### config.mk
export PLATFORM = sky130hd
export DESIGN_NAME = http_header_byte_parser
export DESIGN_NICKNAME = d
export VERILOG_FILES = /design/src/rtl/core/hhp_pkg.sv /design/src/rtl/core/http_header_byte_parser.sv
export SDC_FILE = /design/constraint.sdc
export NUM_CORES = 1
export LEC_CHECK = 0
export ABC_AREA = 0
export BUFFER_PORTS_ARGS = -buffer_cell sky130_fd_sc_hd__buf_2
export CORE_MARGIN = 3
export CORE_UTILIZATION = 45
export CTS_BUF_LIST = sky130_fd_sc_hd__clkbuf_8 sky130_fd_sc_hd__clkbuf_16
export CTS_CLUSTER_DIAMETER = 30
export DETAILED_ROUTE_END_ITERATION = 10
export HOLD_SLACK_MARGIN = 0.08
export PLACE_DENSITY = 0.68
export SYNTH_ARGS = -nofsm -noshare
export SYNTH_HDL_FRONTEND = slang
export SYNTH_SLANG_ARGS = --single-unit
### constraint.sdc
create_clock -name clk -period 3.8 [get_ports clk]
set_input_delay 0.76 -clock clk [delete_from_list [all_inputs] [get_ports clk]]
set_output_delay 0.76 -clock clk [all_outputs]
set_load 0.05 [all_outputs]
### src/rtl/core/hhp_pkg.sv
package hhp_pkg;

    // Byte codes the parser looks for
    localparam logic [7:0] CH_CR    = 8'h0D;
    localparam logic [7:0] CH_LF    = 8'h0A;
    localparam logic [7:0] CH_COLON = 8'h3A;
    localparam logic [7:0] CH_SPACE = 8'h20;

    localparam int          OFFSET_W     = 16;
    localparam logic [15:0] LIMIT_RESET  = 16'd255;
    localparam logic [15:0] OFFSET_MAX   = 16'hFFFF;

    typedef enum logic [3:0] {
        PH_START  = 4'd0,
        PH_KEY    = 4'd1,
        PH_COLON  = 4'd2,
        PH_SPACE  = 4'd3,
        PH_VALUE  = 4'd4,
        PH_CR     = 4'd5,
        PH_LF     = 4'd6,
        PH_END_CR = 4'd7,
        PH_DONE   = 4'd8,
        PH_ERROR  = 4'd9
    } phase_t;

    typedef enum logic [2:0] {
        K_IGNORED = 3'd0,
        K_KEY     = 3'd1,
        K_VALUE   = 3'd2,
        K_FIELD   = 3'd3,
        K_HEADERS = 3'd4,
        K_ERROR   = 3'd5,
        K_AFTER   = 3'd6
    } kind_t;

    typedef enum logic {
        FN_PARSE   = 1'b0,
        FN_RESTART = 1'b1
    } func_t;

endpackage

### src/rtl/core/http_header_byte_parser.sv
// Each input transfer loads its result into the single output register, which
// refills while it is taken. Throughput: one byte per cycle while the output is
// not stalled; the phase and offset registers update at the input transfer.
// Reset: phase goes to start, offset to zero, limit to 255, output register empty.
// A restart item returns phase and offset to reset values but keeps the limit.
module http_header_byte_parser
    import hhp_pkg::*;
(
    input  logic        clk,
    input  logic        rst_n,

    input  logic        cfg_wr_en,
    input  logic [15:0] cfg_wr_data,

    input  logic        in_valid,
    output logic        in_stall,
    input  logic        func,
    input  logic [7:0]  byte_in,

    output logic        out_valid,
    input  logic        out_stall,
    output logic [2:0]  kind,
    output logic [7:0]  byte_out,
    output logic [3:0]  phase_out
);

    logic [OFFSET_W-1:0] limit_reg;
    phase_t              phase_reg;
    phase_t              phase_next;
    logic [OFFSET_W-1:0] offset_reg;
    logic [OFFSET_W-1:0] offset_next;
    kind_t               kind_next;
    logic [OFFSET_W:0]   offset_inc;
    logic                in_xfer;

    logic                out_valid_reg;
    kind_t               kind_reg;
    logic [7:0]          byte_reg;
    phase_t              phase_out_reg;

    // Accept whenever the output register is empty or drains this cycle
    assign in_stall = out_valid_reg && out_stall;
    assign in_xfer  = in_valid && !in_stall;

    assign offset_inc = {1'b0, offset_reg} + {{OFFSET_W{1'b0}}, 1'b1};

    // Next phase, offset and tag for the byte at the input
    always_comb
    begin
        phase_next  = phase_reg;
        offset_next = offset_reg;
        kind_next   = K_IGNORED;
        if (func == FN_RESTART)
        begin
            phase_next  = PH_START;
            offset_next = '0;
        end
        else
        begin
            case (phase_reg)
                PH_START:
                begin
                    if (byte_in != CH_CR && byte_in != CH_LF)
                    begin
                        phase_next = PH_KEY;
                        kind_next  = K_KEY;
                    end
                end
                PH_KEY:
                begin
                    if (byte_in == CH_COLON)
                        phase_next = PH_COLON;
                    else if (byte_in == CH_CR || byte_in == CH_LF)
                    begin
                        phase_next = PH_ERROR;
                        kind_next  = K_ERROR;
                    end
                    else
                        kind_next = K_KEY;
                end
                PH_COLON:
                begin
                    if (byte_in == CH_SPACE)
                        phase_next = PH_SPACE;
                    else
                    begin
                        phase_next = PH_ERROR;
                        kind_next  = K_ERROR;
                    end
                end
                PH_SPACE:
                begin
                    phase_next  = PH_VALUE;
                    offset_next = '0;
                    kind_next   = K_VALUE;
                end
                PH_VALUE:
                begin
                    if (byte_in == CH_CR)
                        phase_next = PH_CR;
                    else if (offset_inc > {1'b0, limit_reg})
                    begin
                        phase_next = PH_ERROR;
                        kind_next  = K_ERROR;
                    end
                    else
                    begin
                        // Saturate the stored offset
                        offset_next = offset_inc[OFFSET_W] ? OFFSET_MAX
                                                           : offset_inc[OFFSET_W-1:0];
                        kind_next   = K_VALUE;
                    end
                end
                PH_CR:
                begin
                    if (byte_in == CH_LF)
                    begin
                        phase_next = PH_LF;
                        kind_next  = K_FIELD;
                    end
                    else
                    begin
                        phase_next = PH_ERROR;
                        kind_next  = K_ERROR;
                    end
                end
                PH_LF:
                begin
                    if (byte_in == CH_CR)
                        phase_next = PH_END_CR;
                    else
                    begin
                        phase_next = PH_KEY;
                        kind_next  = K_KEY;
                    end
                end
                PH_END_CR:
                begin
                    if (byte_in == CH_LF)
                    begin
                        phase_next = PH_DONE;
                        kind_next  = K_HEADERS;
                    end
                    else
                    begin
                        phase_next = PH_ERROR;
                        kind_next  = K_ERROR;
                    end
                end
                PH_DONE:
                begin
                    kind_next = K_AFTER;
                end
                default:
                begin
                    phase_next = PH_ERROR;
                    kind_next  = K_ERROR;
                end
            endcase
        end
    end

    // Hold the offset limit
    always_ff @(posedge clk or negedge rst_n)
    begin
        if (!rst_n)
            limit_reg <= LIMIT_RESET;
        else if (cfg_wr_en)
            limit_reg <= cfg_wr_data;
    end

    // Advance parser state on each input transfer
    always_ff @(posedge clk or negedge rst_n)
    begin
        if (!rst_n)
        begin
            phase_reg  <= PH_START;
            offset_reg <= '0;
        end
        else if (in_xfer)
        begin
            phase_reg  <= phase_next;
            offset_reg <= offset_next;
        end
    end

    // Output register valid flag
    always_ff @(posedge clk or negedge rst_n)
    begin
        if (!rst_n)
            out_valid_reg <= 1'b0;
        else if (in_xfer)
            out_valid_reg <= 1'b1;
        else if (!out_stall)
            out_valid_reg <= 1'b0;
    end

    // Load the result payload
    always_ff @(posedge clk)
    begin
        if (in_xfer)
        begin
            kind_reg      <= kind_next;
            byte_reg      <= (func == FN_RESTART) ? 8'd0 : byte_in;
            phase_out_reg <= phase_next;
        end
    end

    assign out_valid = out_valid_reg;
    assign kind      = kind_reg;
    assign byte_out  = byte_reg;
    assign phase_out = phase_out_reg;

`ifndef SYNTHESIS
    // Headers complete always leaves the parser done
    assert property (@(posedge clk) disable iff (!rst_n)
        out_valid_reg && kind_reg == K_HEADERS |-> phase_out_reg == PH_DONE)
    else $error("headers complete without done phase");

    // An error tag always leaves the parser in the error phase
    assert property (@(posedge clk) disable iff (!rst_n)
        out_valid_reg && kind_reg == K_ERROR |-> phase_out_reg == PH_ERROR)
    else $error("error tag without error phase");

    // Done is sticky: later data bytes are tagged after end
    assert property (@(posedge clk) disable iff (!rst_n)
        in_xfer && func == FN_PARSE && phase_reg == PH_DONE
        |=> kind_reg == K_AFTER && phase_reg == PH_DONE)
    else $error("done phase not sticky");

    // Restart clears phase and offset
    assert property (@(posedge clk) disable iff (!rst_n)
        in_xfer && func == FN_RESTART |=> phase_reg == PH_START && offset_reg == '0)
    else $error("restart did not clear state");

    // Result register tracks the parser phase
    assert property (@(posedge clk) disable iff (!rst_n)
        in_xfer |=> out_valid_reg && phase_out_reg == phase_reg)
    else $error("result phase out of step");
`endif

endmodule
Word-level counts from Yosys, hierarchy flattened
Cells that the tools add are included.
Widths: inputs -> output; s select.
{"block": "word_totals", "reg_bits": 52, "latch_bits": 0, "ram_bits": 0, "romBits": 0, "in_bits": 30, "out_inout_bits": 17, "elab_cells": 62, "n_memories": 0}
{"block": "classes", "addsub": 1, "mul": 0, "div": 0, "order_cmp": 1, "n_eq_ne": 17, "shifts": 0, "muxes": 28, "n_bitwise": 0, "reduce_logical": 8}
{"cell": "$mux 16", "count": 4}
{"cell": "$pmux 4 s9", "count": 1}
{"cell": "$mux 4", "count": 8}
{"cell": "$pmux 16 s2", "count": 1}
{"cell": "$pmux 3 s9", "count": 1}
{"cell": "$mux 3", "count": 7}
{"cell": "$add 16x1->17 const B", "count": 1}
{"cell": "$gt 17x16->1", "count": 1}
{"cell": "$eq 4x3->1 const B", "count": 4}
{"cell": "$eq 8x4->1 const B", "count": 2}
{"cell": "$eq 8x6->1 const B", "count": 2}
{"cell": "$ne 8x4->1 const B", "count": 2}
{"cell": "$eq 4x2->1 const B", "count": 2}
{"cell": "$mux 1", "count": 6}
{"cell": "$ne 3x3->1 const B", "count": 2}
{"cell": "$eq 4x1->1 const B", "count": 1}
{"cell": "$eq 4x4->1 const B", "count": 1}
{"cell": "$logic_not 4->1", "count": 1}
{"cell": "$reduce_and 4->1", "count": 1}
{"cell": "$logic_and 1x1->1", "count": 3}
{"cell": "$reduce_bool 3->1", "count": 1}
{"cell": "$ne 2x1->1 const B", "count": 1}
{"cell": "$logic_not 1->1", "count": 1}
{"cell": "$logic_or 1x1->1", "count": 1}

Longest topological paths before layout
{"block": "logic_depth", "word_depth": 6, "depth_mapped": 15, "ltp_nobuf": 14}

Least setup slack after synthesis
OpenSTA, ideal clock, no wires.
{"block": "synth_timing", "path_kind": "reg2reg", "from": "register offset_reg[0]", "to": "register phase_out_reg[2], in the netlist phase_out[2] (data pin)", "setup_ps": 254, "t_arrival_ps": 2725, "required_time_ps": 3546, "setup_slack_ps": 822, "path_stages_with_launch": 13, "cell_sequence": "dfrtp_1 -> ha_1 -> and3_4 -> nand3_1 -> or3_1 -> xnor2_1 -> ha_1 -> nand2_1 -> nor4_1 -> a211oi_2 -> o21ai_1 -> a21oi_1 -> a21o_1"}
{"block": "synth_via", "elab_chain_cells": 6}
{"item": "start: declaration", "line_no": "http_header_byte_parser.sv:30", "rtl": "logic [OFFSET_W-1:0] offset_reg;"}
{"item": "start signal: assignment", "line_no": "http_header_byte_parser.sv:183", "rtl": "offset_reg <= offset_next;"}
{"item": "$add 16x1->17", "line_no": "http_header_byte_parser.sv:45", "rtl": "assign offset_inc = {1'b0, offset_reg} + {{OFFSET_W{1'b0}}, 1'b1};"}
{"item": "$gt 17x16->1", "line_no": "http_header_byte_parser.sv:101", "rtl": "else if (offset_inc > {1'b0, limit_reg})"}
{"item": "$mux 4", "line_no": "http_header_byte_parser.sv:101"}
{"item": "$mux 4", "line_no": "http_header_byte_parser.sv:99", "rtl": "if (byte_in == CH_CR)"}
{"item": "$pmux 4 s9", "line_no": "http_header_byte_parser.sv:60", "rtl": "case (phase_reg)"}
{"item": "$mux 4", "line_no": "http_header_byte_parser.sv:53", "rtl": "if (func == FN_RESTART)"}
{"item": "net phase_next[2]", "line_no": "http_header_byte_parser.sv:29", "rtl": "phase_t phase_next;"}
{"item": "end signal: assignment", "line_no": "http_header_byte_parser.sv:205", "rtl": "phase_out_reg <= phase_next;"}
{"item": "end: declaration", "line_no": "http_header_byte_parser.sv:39", "rtl": "phase_t phase_out_reg;"}
The timed path passes the listed nets, and every way through them passes these cells.
A chain may end at the register's enable or synchronous reset.

Worst setup path in the final report
{"block": "layout_timing", "from": "register offset_reg[0]", "to": "register kind_reg[1], in the netlist kind[1] (data pin)"}
{"block": "layout_via", "elab_chain_cells": 5}
{"item": "$add 16x1->17", "line_no": "http_header_byte_parser.sv:45"}
{"item": "$gt 17x16->1", "line_no": "http_header_byte_parser.sv:101"}
{"item": "$mux 3", "line_no": "http_header_byte_parser.sv:101"}
{"item": "$mux 3", "line_no": "http_header_byte_parser.sv:99"}
{"item": "$pmux 3 s9", "line_no": "http_header_byte_parser.sv:60"}
{"item": "end signal: assignment", "line_no": "http_header_byte_parser.sv:203", "rtl": "kind_reg <= kind_next;"}
{"item": "end: declaration", "line_no": "http_header_byte_parser.sv:37", "rtl": "kind_t kind_reg;"}
Every way passes these cells.

==> results.py <==
metrics = {
    "run_status": {
        "status": "complete, no violations",
    },
    "route": {
        "wl_mm": 6.45,
        "drc": 0,
        "drtPass1Iterations": 4,
        "drtAntennaViolNets": 0,
        "viasPerCell": 5.51,
        "vias": 2524,
        "drt_first_iter_violations": 180,
        "drt-wirelength-per-cell_um": 14.1,
    },
    "clock_tree": {
        "cts_setup_buffers": 0,
        "clock-sinks": 52,
        "cts_resized": 0,
        "clk_pin_slew_ps": 100,
        "clk_latency_ps": 310,
        "htree_num_levels": 2,
        "cts-buffers-inserted": 5,
        "cts_root_buf": "clkbuf_8",
        "cts_tree": "yes",
        "ctsHoldBuffers": 0,
        "clock_path_buffers": 2,
    },
    "global_routing": {
        "grt_pass1_wl_mm": 10.3,
        "grtUsageTotal_pct": 16.5,
        "antenna_found_initial": 0,
        "grt_overflow": 0,
        "grt_max_degree": 38,
        "first_global_vias": 2153,
    },
    "synthesis": {
        "synthesis.area_um2": 3090,
        "synth.ff_latch_count": 52,
        "avgSynthCellArea_um2": 9.13,
        "syn_nets": 386,
        "netlist.area_leader.share_pct": 23.5,
        "synth-edff-count": 15,
        "syn_inst": 339,
        "ys_types": 54,
        "async_flop_share_pct": 71.2,
        "synth-seq-area-share_pct": 44.8,
        "yosysTopAreaCell": "dfrtp_1",
        "yosys_warnings": 0,
        "synthFlopType": "dfrtp_1",
        "synth_area_leaders": "dfrtp_1 (23%), edfxtp_1 (15%), ha_1 (6.9%), dfstp_2 (6.8%), nand2_1 (5.7%)",
    },
    "timing": {
        "drv_slew": 0,
        "period_share_pct": 90.6,
        "grt_setup_unrepaired": "no",
        "fin_crit_ps": 3440,
        "max-slew-margin-rel_pct": 46.8,
        "fmax_mhz": 291,
        "finalHoldViolCount": 0,
        "finalSetupViolations": 0,
        "setup-tns-final_ps": 0,
        "tightest_slew_ps": 798,
        "skew_ps": 10.2,
    },
    "critical_path": {
        "crit_path_end_kind": "register",
        "startpoint_type": "register",
        "critPathKind": "register to register",
        "crit_fanout": 6,
        "critPathArrivalTime_ps": 3550,
        "worst_ep_required_time_ps": 3910,
    },
    "floorplan": {
        "dieArea_um2": 7910,
        "start_util_pct": 47.6,
        "row_count": 29,
        "io_pins": 47,
        "core_um2": 6490,
        "chipHeight_um": 88.9,
        "die_w_um": 88.9,
    },
    "worst_hold_path": {
        "hp-class": "register to register",
    },
    "final_layout": {
        "syn2layout_area_growth_pct": 12.0,
        "final_core_util_pct": 53.3,
        "drive_gt1_share_pct": 19.2,
        "fillers": 612,
        "nNetsFinal": 427,
        "n_antenna_cell": 0,
    },
    "power_and_ir_drop": {
        "powerDensity_nw_per_um2": 351,
        "vdd_drop_max_mv": 0.179,
        "p_leak_nw": 1.60,
    },
    "placed_design": {
        "hpwl_mm": 4.78,
        "port_buffers": 46,
        "place_congestion": 0.901,
    },
    "flow_run": {
        "max-cap-violations": 0,
    },
}
-- report_power, final --
group	total [mW]	internal (mW)	switching [mW]
combinational	0.255	0.0805	0.174
sequential	0.647	0.621	0.0261
clock	0.314	0.129	0.185
total	1.22	0.830	0.386
-- through the flow --
step	cells	hold WS [ps]	instance area, um^2	setup WS (ps)	total power, mW
finish	458	513	3460	358	1.22
CTS	458	515	3460	398	1.23
global route	458	554	3460	144	1.29
detailed placement	450	499	3380	413	0.912
global placement	450	500	3380	424	0.908
floorplan	339	464	3090	822	0.836
-- kinds of logic (layout without fill, tap and decap cells) --
group,Yosys count,in the layout,synth area share [%]
and+or+nand+nor,130,130,21.1
AOI/OAI and AO/OA,90,90,18.4
DFF,52,52,44.8
buffers and inverters,35,77,4.49
adders and majority gates,17,17,6.87
xor gates and xnor gates,14,14,3.96
muxes,1,1,0.364
-- worst max-delay path: stages, from the launching register on --
cell	delay, ps
dfrtp_1	430
ha_1	210
and3_4	220
nand3_1	130
or3_1	390
xnor2_1	230
ha_1	290
a21oi_1	130
o21a_1	130
o21ai_0	90
a211oi_2	270
o21ai_1	230
nand2b_1	200
a221oi_1	300
-- worst paths after layout --
kind,slack (ps),cells after the start,to,start
worst max-delay path,360,13,kind[1],offset_reg[0]
min in group asynchronous,540,1,offset_reg[6],rst_n
worst min register to register,510,2,limit_reg[1],limit_reg[1]
max in group asynchronous,2770,1,offset_reg[13],rst_n
worst max register to register,360,13,kind[1],offset_reg[0]
worst min-delay path,510,2,limit_reg[1],limit_reg[1]
-- area by class of cell --
| cell class | instances | area [um^2] | area share, % |
|---|---|---|---|
| inverter | 21 | 78.8 | 2.28 |
| tap | 77 | 96.3 | 2.78 |
| sequential | 52 | 1390 | 40.0 |
| multi-input combinational | 252 | 1570 | 45.3 |
| clock buffer | 5 | 68.8 | 1.99 |
| clock inverter | 3 | 20.0 | 0.578 |
| timing repair buffer | 48 | 245 | 7.08 |
-- Yosys cell counts (all sizes together) (2+ instances only) --
cell type  count
a21o           3
nor3           8
dfstp          8
xnor2          7
or3            2
o211ai         3
o21ai         41
inv           21
o22a           7
a31oi          7
nand3         13
and3          11
nand2         47
a21oi         14
xor2           7
nor2          22
nand4          5
nand2b         2
ha            17
nor4           2
dfrtp         29
buf            5
nor2b         12
nor3b          2
edfxtp        15
and2           2
clkbuf         9
a211oi         4
-- metal layers --
metal	GRT usage (%)	vias to the layer above	wire (um)
li1	-	1284	-
met1	26.1	1152	3310
met2	23.4	84	2710
met3	2.95	4	379
met4	3.16	0	55
met5	0	-	0
-- placed cells by master, fill, tap and decap left out, types with 2 or more instances in the layout --
cell type	instances
clkbuf_8	5
nor3_1	7
or3_1	2
o22a_1	7
o21ai_1	11
a211oi_1	3
a21o_1	3
a21oi_1	14
buf_4	2
nand4_1	4
nor2_1	21
xnor2_1	7
nand2b_1	2
and3_1	9
xor2_1	7
nand3_1	13
o21ai_0	30
dfrtp_1	29
ha_1	17
o211ai_1	3
dfstp_2	8
nor3b_1	2
a31oi_1	6
and2_1	2
buf_2	46
edfxtp_1	15
inv_1	21
nor2b_1	12
nand2_1	47
Power figures use the tool's default switching activity.
